`config.mk`:
```
export PLATFORM = sky130hd
export DESIGN_NAME = drst_ctrl
export DESIGN_NICKNAME = d
export VERILOG_FILES = /design/src/rtl/drst_pkg.sv /design/src/rtl/drst_ctrl.sv
export SDC_FILE = /design/constraint.sdc
export NUM_CORES = 1
export LEC_CHECK = 0
export ABC_AREA = 1
export BUFFER_PORTS_ARGS = -buffer_cell sky130_fd_sc_hd__buf_2
export CORE_AREA = 2 2 39 41
export CTS_CLUSTER_DIAMETER = 30
export CTS_CLUSTER_SIZE = 14
export DETAILED_ROUTE_END_ITERATION = 7
export DIE_AREA = 0 0 41 43
export GPL_TIMING_DRIVEN = 0
export SYNTH_ARGS = -nofsm -noshare
export SYNTH_HDL_FRONTEND = slang
export SYNTH_SLANG_ARGS = --single-unit
```
`constraint.sdc`:
```
create_clock -name i_clk -period 1.3 [get_ports i_clk]
set_clock_uncertainty 0.2 [all_clocks]
set_input_delay 0.065 -clock i_clk [delete_from_list [all_inputs] [get_ports i_clk]]
set_output_delay 0.065 -clock i_clk [all_outputs]
set_load 0.02 [all_outputs]
```
`src/rtl/drst_pkg.sv`:
```
// Package for the dirty-rectangle slot tracker: sizes, command and status codes,
// box type, controller states and the controller/datapath command structs.
// No dependencies; the controller, datapath, top level and bench import it.
`timescale 1ns / 1ps
`default_nettype none

package drst_pkg;

    // Slots per bank, and the derived index and memory widths
    localparam int SLOTS     = 16;
    localparam int SLOT_W    = (SLOTS > 1) ? $clog2(SLOTS) : 1;
    localparam int MEM_AW    = SLOT_W + 1;
    localparam int MEM_DEPTH = 1 << MEM_AW;
    // allocate only looks at slots that the 4-bit slot field can name
    localparam int ALLOC_N   = (SLOTS < 16) ? SLOTS : 16;

    localparam logic [15:0] BOX_EMPTY_MIN = 16'h03FC;
    localparam logic [15:0] BOX_EMPTY_MAX = 16'd2;
    localparam logic [15:0] PAD           = 16'd2;

    localparam int CFG_IDX_W  = 2;
    localparam int CFG_DATA_W = 16;

    typedef enum logic [2:0] {
        CMD_ADD        = 3'd0,
        CMD_ALLOC      = 3'd1,
        CMD_RELEASE    = 3'd2,
        CMD_NEW_FRAME  = 3'd3,
        CMD_QUERY_CUR  = 3'd4,
        CMD_QUERY_PREV = 3'd5
    } t_cmd;

    typedef enum logic [1:0] {
        ST_OK   = 2'd0,
        ST_NONE = 2'd1,
        ST_FULL = 2'd2
    } t_status;

    typedef enum logic [CFG_IDX_W-1:0] {
        CFG_SCREEN_WIDTH  = 2'd0,
        CFG_SCREEN_HEIGHT = 2'd1,
        CFG_ACTIVE_BANK   = 2'd2
    } t_cfg_idx;

    typedef struct packed {
        logic [15:0] left;
        logic [15:0] top;
        logic [15:0] right;
        logic [15:0] bottom;
    } t_box;

    typedef enum logic [2:0] {
        S_IDLE,
        S_EXEC,
        S_NF_RD,
        S_NF_WR,
        S_FINISH
    } t_state;

    // controller -> datapath
    typedef struct packed {
        logic capture;   // latch the input item and read its slot
        logic commit;    // apply the command and load the result register
        logic nf_init;   // clear the new-frame sweep counter
        logic nf_rd;     // read the slot under the sweep counter
        logic nf_wr;     // write back that slot and advance
    } t_dp_cmd;

    // datapath -> controller
    typedef struct packed {
        logic new_frame;
        logic nf_last;
    } t_dp_stat;

endpackage

`default_nettype wire

```
`src/rtl/drst_ctrl.sv`:
```
// Controller of the slot tracker: sequences capture, execute, the new-frame sweep
// and the result register handshake. Depends on drst_pkg.
`timescale 1ns / 1ps
`default_nettype none

module drst_ctrl
    import drst_pkg::*;
(
    input  wire logic     i_clk,
    input  wire logic     i_rst_n,
    input  wire logic     i_in_valid,
    input  wire logic     i_out_ready,
    input  wire t_dp_stat i_stat,
    output logic          o_in_ready,
    output logic          o_out_valid,
    output t_dp_cmd       o_cmd
);

    t_state r_state, n_state;
    logic   r_out_valid, n_out_valid;
    logic   out_free;

    always_ff @(posedge i_clk) begin
        if (!i_rst_n) begin
            r_state     <= S_IDLE;
            r_out_valid <= 1'b0;
        end else begin
            r_state     <= n_state;
            r_out_valid <= n_out_valid;
        end
    end

    always_comb begin
        out_free   = !r_out_valid || i_out_ready;
        n_state    = r_state;
        o_cmd      = '0;
        o_in_ready = 1'b0;
        case (r_state)
            S_IDLE: begin
                o_in_ready = 1'b1;
                if (i_in_valid) begin
                    o_cmd.capture = 1'b1;
                    n_state       = S_EXEC;
                end
            end
            S_EXEC: begin
                if (i_stat.new_frame) begin
                    o_cmd.nf_init = 1'b1;
                    n_state       = S_NF_RD;
                end else if (out_free) begin
                    o_cmd.commit = 1'b1;
                    n_state      = S_IDLE;
                end
            end
            S_NF_RD: begin
                o_cmd.nf_rd = 1'b1;
                n_state     = S_NF_WR;
            end
            S_NF_WR: begin
                o_cmd.nf_wr = 1'b1;
                n_state     = i_stat.nf_last ? S_FINISH : S_NF_RD;
            end
            S_FINISH: begin
                if (out_free) begin
                    o_cmd.commit = 1'b1;
                    n_state      = S_IDLE;
                end
            end
            default: begin
                n_state = S_IDLE;
            end
        endcase

        if (o_cmd.commit) begin
            n_out_valid = 1'b1;
        end else if (i_out_ready) begin
            n_out_valid = 1'b0;
        end else begin
            n_out_valid = r_out_valid;
        end
    end

    assign o_out_valid = r_out_valid;

endmodule

`default_nettype wire

```
======== After elaboration in Yosys (flattened, before gate mapping) ========
Cells that the tools add are included.
storage, ports and cells
  output and inout bits ................... 7
  register bits after elaboration ......... 4
  input port bits ......................... 6
cells by class
  mux-type cells .......................... 17
  reductions and logical operators ........ 4
  eq/ne operators ......................... 5
operators by type and width
  kind                count
  $pmux 3 s5          1
  $mux 3              4
  $mux 1              11
  $eq 3x2->1 const B  2
  $eq 3x1->1 const B  1
  $eq 3x3->1 const B  1
  $logic_not 3->1     1
  $ne 2x2->1 const B  1
  $pmux 1 s2          1
  $reduce_bool 2->1   1
  $logic_not 1->1     1
  $logic_or 1x1->1    1

======== Longest topological paths before layout ========
Gate-level depths: netlist of run 1.
  word-level depth ........................ 6
  mapped depth ............................ 6

======== Worst setup path before layout of run 1 ========
Ideal clock, no wire load.
  kind .................................... flip-flop to output port
  start point ............................. register r_state[0]
  end point ............................... output o_cmd[4] (netlist bit)
  arrival ................................. 969 ps
  cell stages (with the launch flop) ...... 4
  slack ................................... 66 ps
  data required time ...................... 1035 ps
  cell sequence ........................... dfxtp_1 > inv_1 > nand2_1 > nor3_1
RTL lines
  item                      RTL line         text
  start: declaration        drst_ctrl.sv:19  t_state r_state, n_state;
  start signal: assignment  drst_ctrl.sv:28  r_state <= n_state;
  end: declaration          drst_ctrl.sv:16  output t_dp_cmd o_cmd

==> results of run 1 <==
-- placed cells by master, fill, tap and decap left out, types with 3 or more instances in the layout --
cell type,instances
nand2_1,11
inv_1,9
nand3_1,7
buf_2,6
buf_4,5
dlygate4sd3_1,4
clkbuf_4,3
buf_6,3
dfxtp_4,3
-- timing repair --
action,4_1_cts,5_1_grt
hold buffers,4,0
gates cloned,0,0
pin swaps,2,2
buffers inserted,2,0
hold endpoints to repair,4,0
setup endpoints to repair,6,6
gates resized for setup,17,6
-- final timing paths --
path | cells past startpoint | end
max | 4 | o_cmd[3]
min | 6 | o_out_valid
max reg2reg | 5 | r_state[2]
min reg2reg | 2 | r_state[2]
-- stage by stage --
| stage | hold WS, ns | setup TNS [ns] | instance area [µm²] | std cells |
|---|---|---|---|---|
| finish | 0.02363 | -0.04869 | 475.5 | 82 |
| global route | 0.07918 | -0.2643 | 475.5 | 82 |
| CTS | 0.01836 | -0.07716 | 457.9 | 82 |
| detailed placement | 0.09804 | -0.03542 | 356.6 | 75 |
| global placement | 0.09904 | -0.04065 | 356.6 | 75 |
| floorplan | -0.03737 | 0 | 276.5 | 47 |
-- registers in the layout (all words and copies together) (netlist names) --
signal / flops
o_out_valid: 1
r_state: 3
-- layer usage --
metal | up-vias | track usage, % | share of wire, %
li1 | 182 | - | -
met1 | 144 | 12.86 | 42
met2 | 6 | 14.06 | 53
met3 | 0 | 3.141 | 4.8
met4 | 0 | 6.000 | 0
met5 | - | 0 | 0
-- power groups by stage --
| stage | Clock, mW | Combinational [mW] | Sequential, mW |
|---|---|---|---|
| 2_1_floorplan | 0 | 0.0673 | 0.142 |
| 6_report | 0.146 | 0.127 | 0.143 |
| 5_1_grt | 0.161 | 0.141 | 0.144 |
| 3_5_place_dp | 0 | 0.101 | 0.142 |
| 4_1_cts | 0.156 | 0.119 | 0.143 |
| 3_3_place_gp | 0 | 0.100 | 0.142 |
-- critical path, cell delays in order, from the launching register on --
cell and delay, ns:
dfxtp_4 0.36, nor2_4 0.12, nand2_1 0.08, a21oi_2 0.15
buf_6 0.13
-- cell type report --
class,instances,area [µm²],share of cell area (%)
multi-input combinational,29,152.6,32.11
timing repair buffer,18,141.4,29.74
sequential,4,91.34,19.21
inverter,12,47.55,10.00
clock buffer,3,22.52,4.737
tap,16,20.02,4.211
-- kinds of logic (layout without fill, tap and decap cells) --
family / Yosys count / in the layout / synth area share [%]
simple gates: 26 / 26 / 43.89
buf+inv: 14 / 33 / 21.72
flops: 4 / 4 / 28.96
compound gates: 3 / 3 / 5.428
==> results_dict.tcl, run 1 <==
set metrics [dict create \
    status "finished, violations left" \
    violations "setup timing" \
    grt_max_degree 7 \
    dr.pass1.iters 4 \
    clockPowerShare_pct 35.1 \
    h-tree-depth 1 \
    cp_data_arrival_time_ns 1.07 \
    hp-start "i_out_ready" \
    clkLatencyLatePin_ns 0.23 \
    holdCritPathClass "in2reg" \
    wl_per_cell_um 8.110 \
    route.detailed.drc 0 \
    drv_cap 0 \
    clock_sinks 4 \
    vias_per_cell 4.049 \
    synth_top_area_cell "dfxtp_1" \
    grt_pass1_wl_um 1186 \
    tritoncts "built" \
    synth-edff-count 0 \
    synthTopCellsByCount "inv_1 (12), nand2_1 (11), nand3_1 (7)" \
    period_share_pct 102.4 \
    synth_cell_types 10 \
    ir_drop_mv 0.4613 \
    start_kind "flop" \
    grtUsageTotal_pct 10.04 \
    fin_util_pct 34.36 \
    p_switching_uw 124.1 \
    gp_congestion 0.8036 \
    io_buffers 12 \
    maxSlewViolCount 0 \
    grt_pass1_vias 308 \
    critPathKind "reg2out" \
    syn_area_um2 276.5 \
    p_sw_share_pct 29.87 \
    num_antenna_cells 0 \
    first_iter_violations 4 \
    clk_pin_slew_worst_paths_ns 0.03 \
    hpwl_um 495.2 \
    row_count 14 \
    synth_ff_type "dfxtp_1" \
    die_y_um 43 \
    power_frac_comb_pct 30.5 \
    synthTopCellsByArea "dfxtp_1 (29%), inv_1 (16%), nand2_1 (15%)" \
    antenna_found_initial 0 \
    finalCriticalPeriod_ns 1.331 \
    vias 332 \
    drtAntennaViolNets 0 \
    p_per_area_mw_per_mm2 874.0 \
    clk_path_buf_depth 2 \
    die_area_mm2 0.001763 \
    ys_ff_latch 4 \
    yosysWarningCount 0 \
    timing.final.ws_setup_ns -0.03118 \
    coreArea_mm2 0.001384 \
    initial_core_util_pct 19.98 \
    drive_gt1_share_pct 40.91 \
    rr_startpoint "r_state[0]" \
    synth_area_per_cell_um2 5.883 \
    grt_overflow_total 0 \
    relSlewSlack_pct 88.51 \
    synth.most_common_cell "inv_1" \
    die_w_um 41 \
    fmax_mhz 751.2 \
    fin_nets 74 \
    end_kind "output pin" \
    setup_viol 2 \
    synth_nets 53 \
    drt-total-wl_um 665 \
    numCtsBuffers 3 \
    dpl_worst_slack_ns -0.03542 \
    syn_to_final_growth_pct 71.95 \
    cp_max_fo 6 \
    worst_pin_slew_ns 0.1710 \
    finalHoldViolCount 0 \
    crit_start "r_state[0]" \
    rsz0062_at_grt "yes" \
    p_int_uw 291.4 \
    ys_async_sr_fraction_pct 0 \
    r2r_setup_slack_ns 0.18 \
    nFillCells 163 \
    power.leakage_nw 0.2648 \
    required_ns 1.03 \
    sequentialPowerShare_pct 34.4 \
    ioPinCount 13 \
    finalPower_uw 415.5 \
    cts-root-buf "clkbuf_4" \
    syn_inst 47 \
    synth-seq-area-share_pct 28.96 \
    synth_top_cell_area_share_pct 28.96 \
]
No activity file was read; power rests on OpenSTA's default activity.
==> run 2: changes to the inputs <==
--- a/config.mk
+++ b/config.mk
@@ -13,6 +13,7 @@
 export DETAILED_ROUTE_END_ITERATION = 7
 export DIE_AREA = 0 0 41 43
 export GPL_TIMING_DRIVEN = 0
+export SKIP_CTS_REPAIR_TIMING = 1
 export SYNTH_ARGS = -nofsm -noshare
 export SYNTH_HDL_FRONTEND = slang
 export SYNTH_SLANG_ARGS = --single-unit
==> constraint.sdc (replaced) <==
create_clock -name i_clk -period 1.2 [get_ports i_clk]
set_clock_uncertainty 0.2 [all_clocks]
set_input_delay 0.06 -clock i_clk [delete_from_list [all_inputs] [get_ports i_clk]]
set_output_delay 0.06 -clock i_clk [all_outputs]
set_load 0.02 [all_outputs]
==> run 2 against run 1 <==
Against the previous run:
- the flow finishes with violations (hold timing, setup timing)
- largest cell class is now non-clock buffers
- count of clock-buffer cells in the layout unchanged
- register-to-register slack worse by 0.14 ns
- total power is 11% higher
- highest routed layer unchanged
- die area unchanged
- sequential cell count unchanged
- critical path depth up 1
- final area up 4.7%
==> results_dict.tcl, run 2 (synthesis gave the netlist of run 1 again) <==
set metrics [dict create \
    die_y_um 43 \
    ioPinCount 13 \
    syn_to_final_growth_pct 80.09 \
    die_w_um 41 \
    num_antenna_cells 0 \
    end_kind "output pin" \
    cts-root-buf "clkbuf_4" \
    place_inst 75 \
    holdCritPathClass "in2reg" \
    finalHoldViolCount 1 \
    crit_buf_inv 3 \
    grt_overflow_total 0 \
    drtAntennaViolNets 0 \
    wl_per_cell_um 8.667 \
    r2r_cells 6 \
    worst_pin_slew_ns 0.1575 \
    ir_drop_mv 0.3897 \
    dr.pass1.iters 3 \
    grtUsageTotal_pct 7.739 \
    crit_top_cell "buf_6" \
    critPathTopFamily "flip-flops" \
    critPathMaxStageDelay_ns 0.31 \
    rsz0062_at_grt "yes" \
    start_kind "flop" \
    drt-total-wl_um 728 \
    row_count 14 \
    io_buffers 12 \
    h-tree-depth 1 \
    die_area_mm2 0.001763 \
    numCtsBuffers 3 \
    final_cells 84 \
    required_ns 0.94 \
    path_cells "buf_6, inv_4, nand4_1, a21oi_2, buf_6" \
    nFillCells 164 \
    timing.final.ws_setup_ns -0.2060 \
    clkLatencyLatePin_ns 0.23 \
    first_iter_violations 2 \
    largest_reg_flops 3 \
    route.detailed.drc 0 \
    post_dp_cell_area_um2 361.6 \
    power.leakage_nw 0.2720 \
    finalCriticalPeriod_ns 1.406 \
    tritoncts "built" \
    mostFrequentLayoutCells "inv_1 (10), nand2_1 (10), buf_2 (7)" \
    finalPower_uw 461.9 \
    crit_slowest_cell "dfxtp_2" \
    grt_pass1_vias 241 \
    period_share_pct 117.2 \
    status "finished, violations left" \
    fin_area_um2 498.0 \
    gp_congestion 0.7866 \
    p_per_area_mw_per_mm2 927.6 \
    grt_max_degree 9 \
    clock_sinks 4 \
    fmax_mhz 711.2 \
    ff_latch_area_um2 83.83 \
    relSlewSlack_pct 89.42 \
    hpwl_um 504.6 \
    dpl_worst_slack_ns -0.1326 \
    drive_gt1_share_pct 45.59 \
    setup_viol 6 \
    cp_data_arrival_time_ns 1.15 \
    violations "hold timing, setup timing" \
    vias_per_cell 4.107 \
    hold_ws_ns -0.01803 \
    coreArea_mm2 0.001384 \
    vias 345 \
    regMostFlops "r_state" \
    cp_max_fo 5 \
    cp.depth 5 \
    fin_nets 76 \
    grt_pass1_wl_um 903 \
    critPathKind "reg2out" \
    drv_cap 0 \
    clk_path_buf_depth 2 \
    initial_core_util_pct 19.98 \
    min_path_cells 6 \
    multi_input_comb_area_um2 161.4 \
    clk_pin_slew_worst_paths_ns 0.03 \
    antenna_found_initial 0 \
    maxSlewViolCount 0 \
]
run 2: area by class of cell:
cell class	instances	area share, %
plain buffers	1	2.261
flip-flops and latches	4	16.83
inverters	12	9.548
clock buffers	3	4.523
repair buffers	19	30.40
well taps	16	4.020
multi-input cells	29	32.41
run 2: worst paths after layout:
check,start,endpoint,slack (ns)
max,r_state[2],o_cmd[3],-0.21
min reg2reg,o_out_valid,r_state[0],0.36
min,i_out_ready,r_state[0],-0.02
max reg2reg,r_state[1],r_state[1],0.04
run 2: per-stage QoR:
stage          setup TNS [ns]  utilization, %
3_5_place_dp          -0.1326           26.13
4_1_cts                -1.200           27.76
6_report              -0.7876           35.99
5_1_grt                -1.310           35.99
3_3_place_gp          -0.1397           26.13
2_1_floorplan               0               -
run 2: routing by layer:
layer  GRT usage, %  up-vias  wire length, µm
met5              0        -                0
met2          10.31        8              400
met3          3.665        0               36
li1               -      188                -
met1          9.032      149              292
met4          6.000        0                0
run 2: worst register-to-register path, delay by kind of cell, from the launching register on:
family / cells / cell delay (ns)
flip-flops: 1 / 0.37
buffers and inverters: 3 / 0.25
AND/OR/NAND/NOR: 3 / 0.24
run 2: power breakdown:
part           switching, mW  internal (mW)  leakage, nW  total (mW)
Clock                 0.0475          0.111       0.0138       0.159
Combinational         0.0807         0.0671        0.224       0.148
Sequential            0.0116          0.144       0.0339       0.155
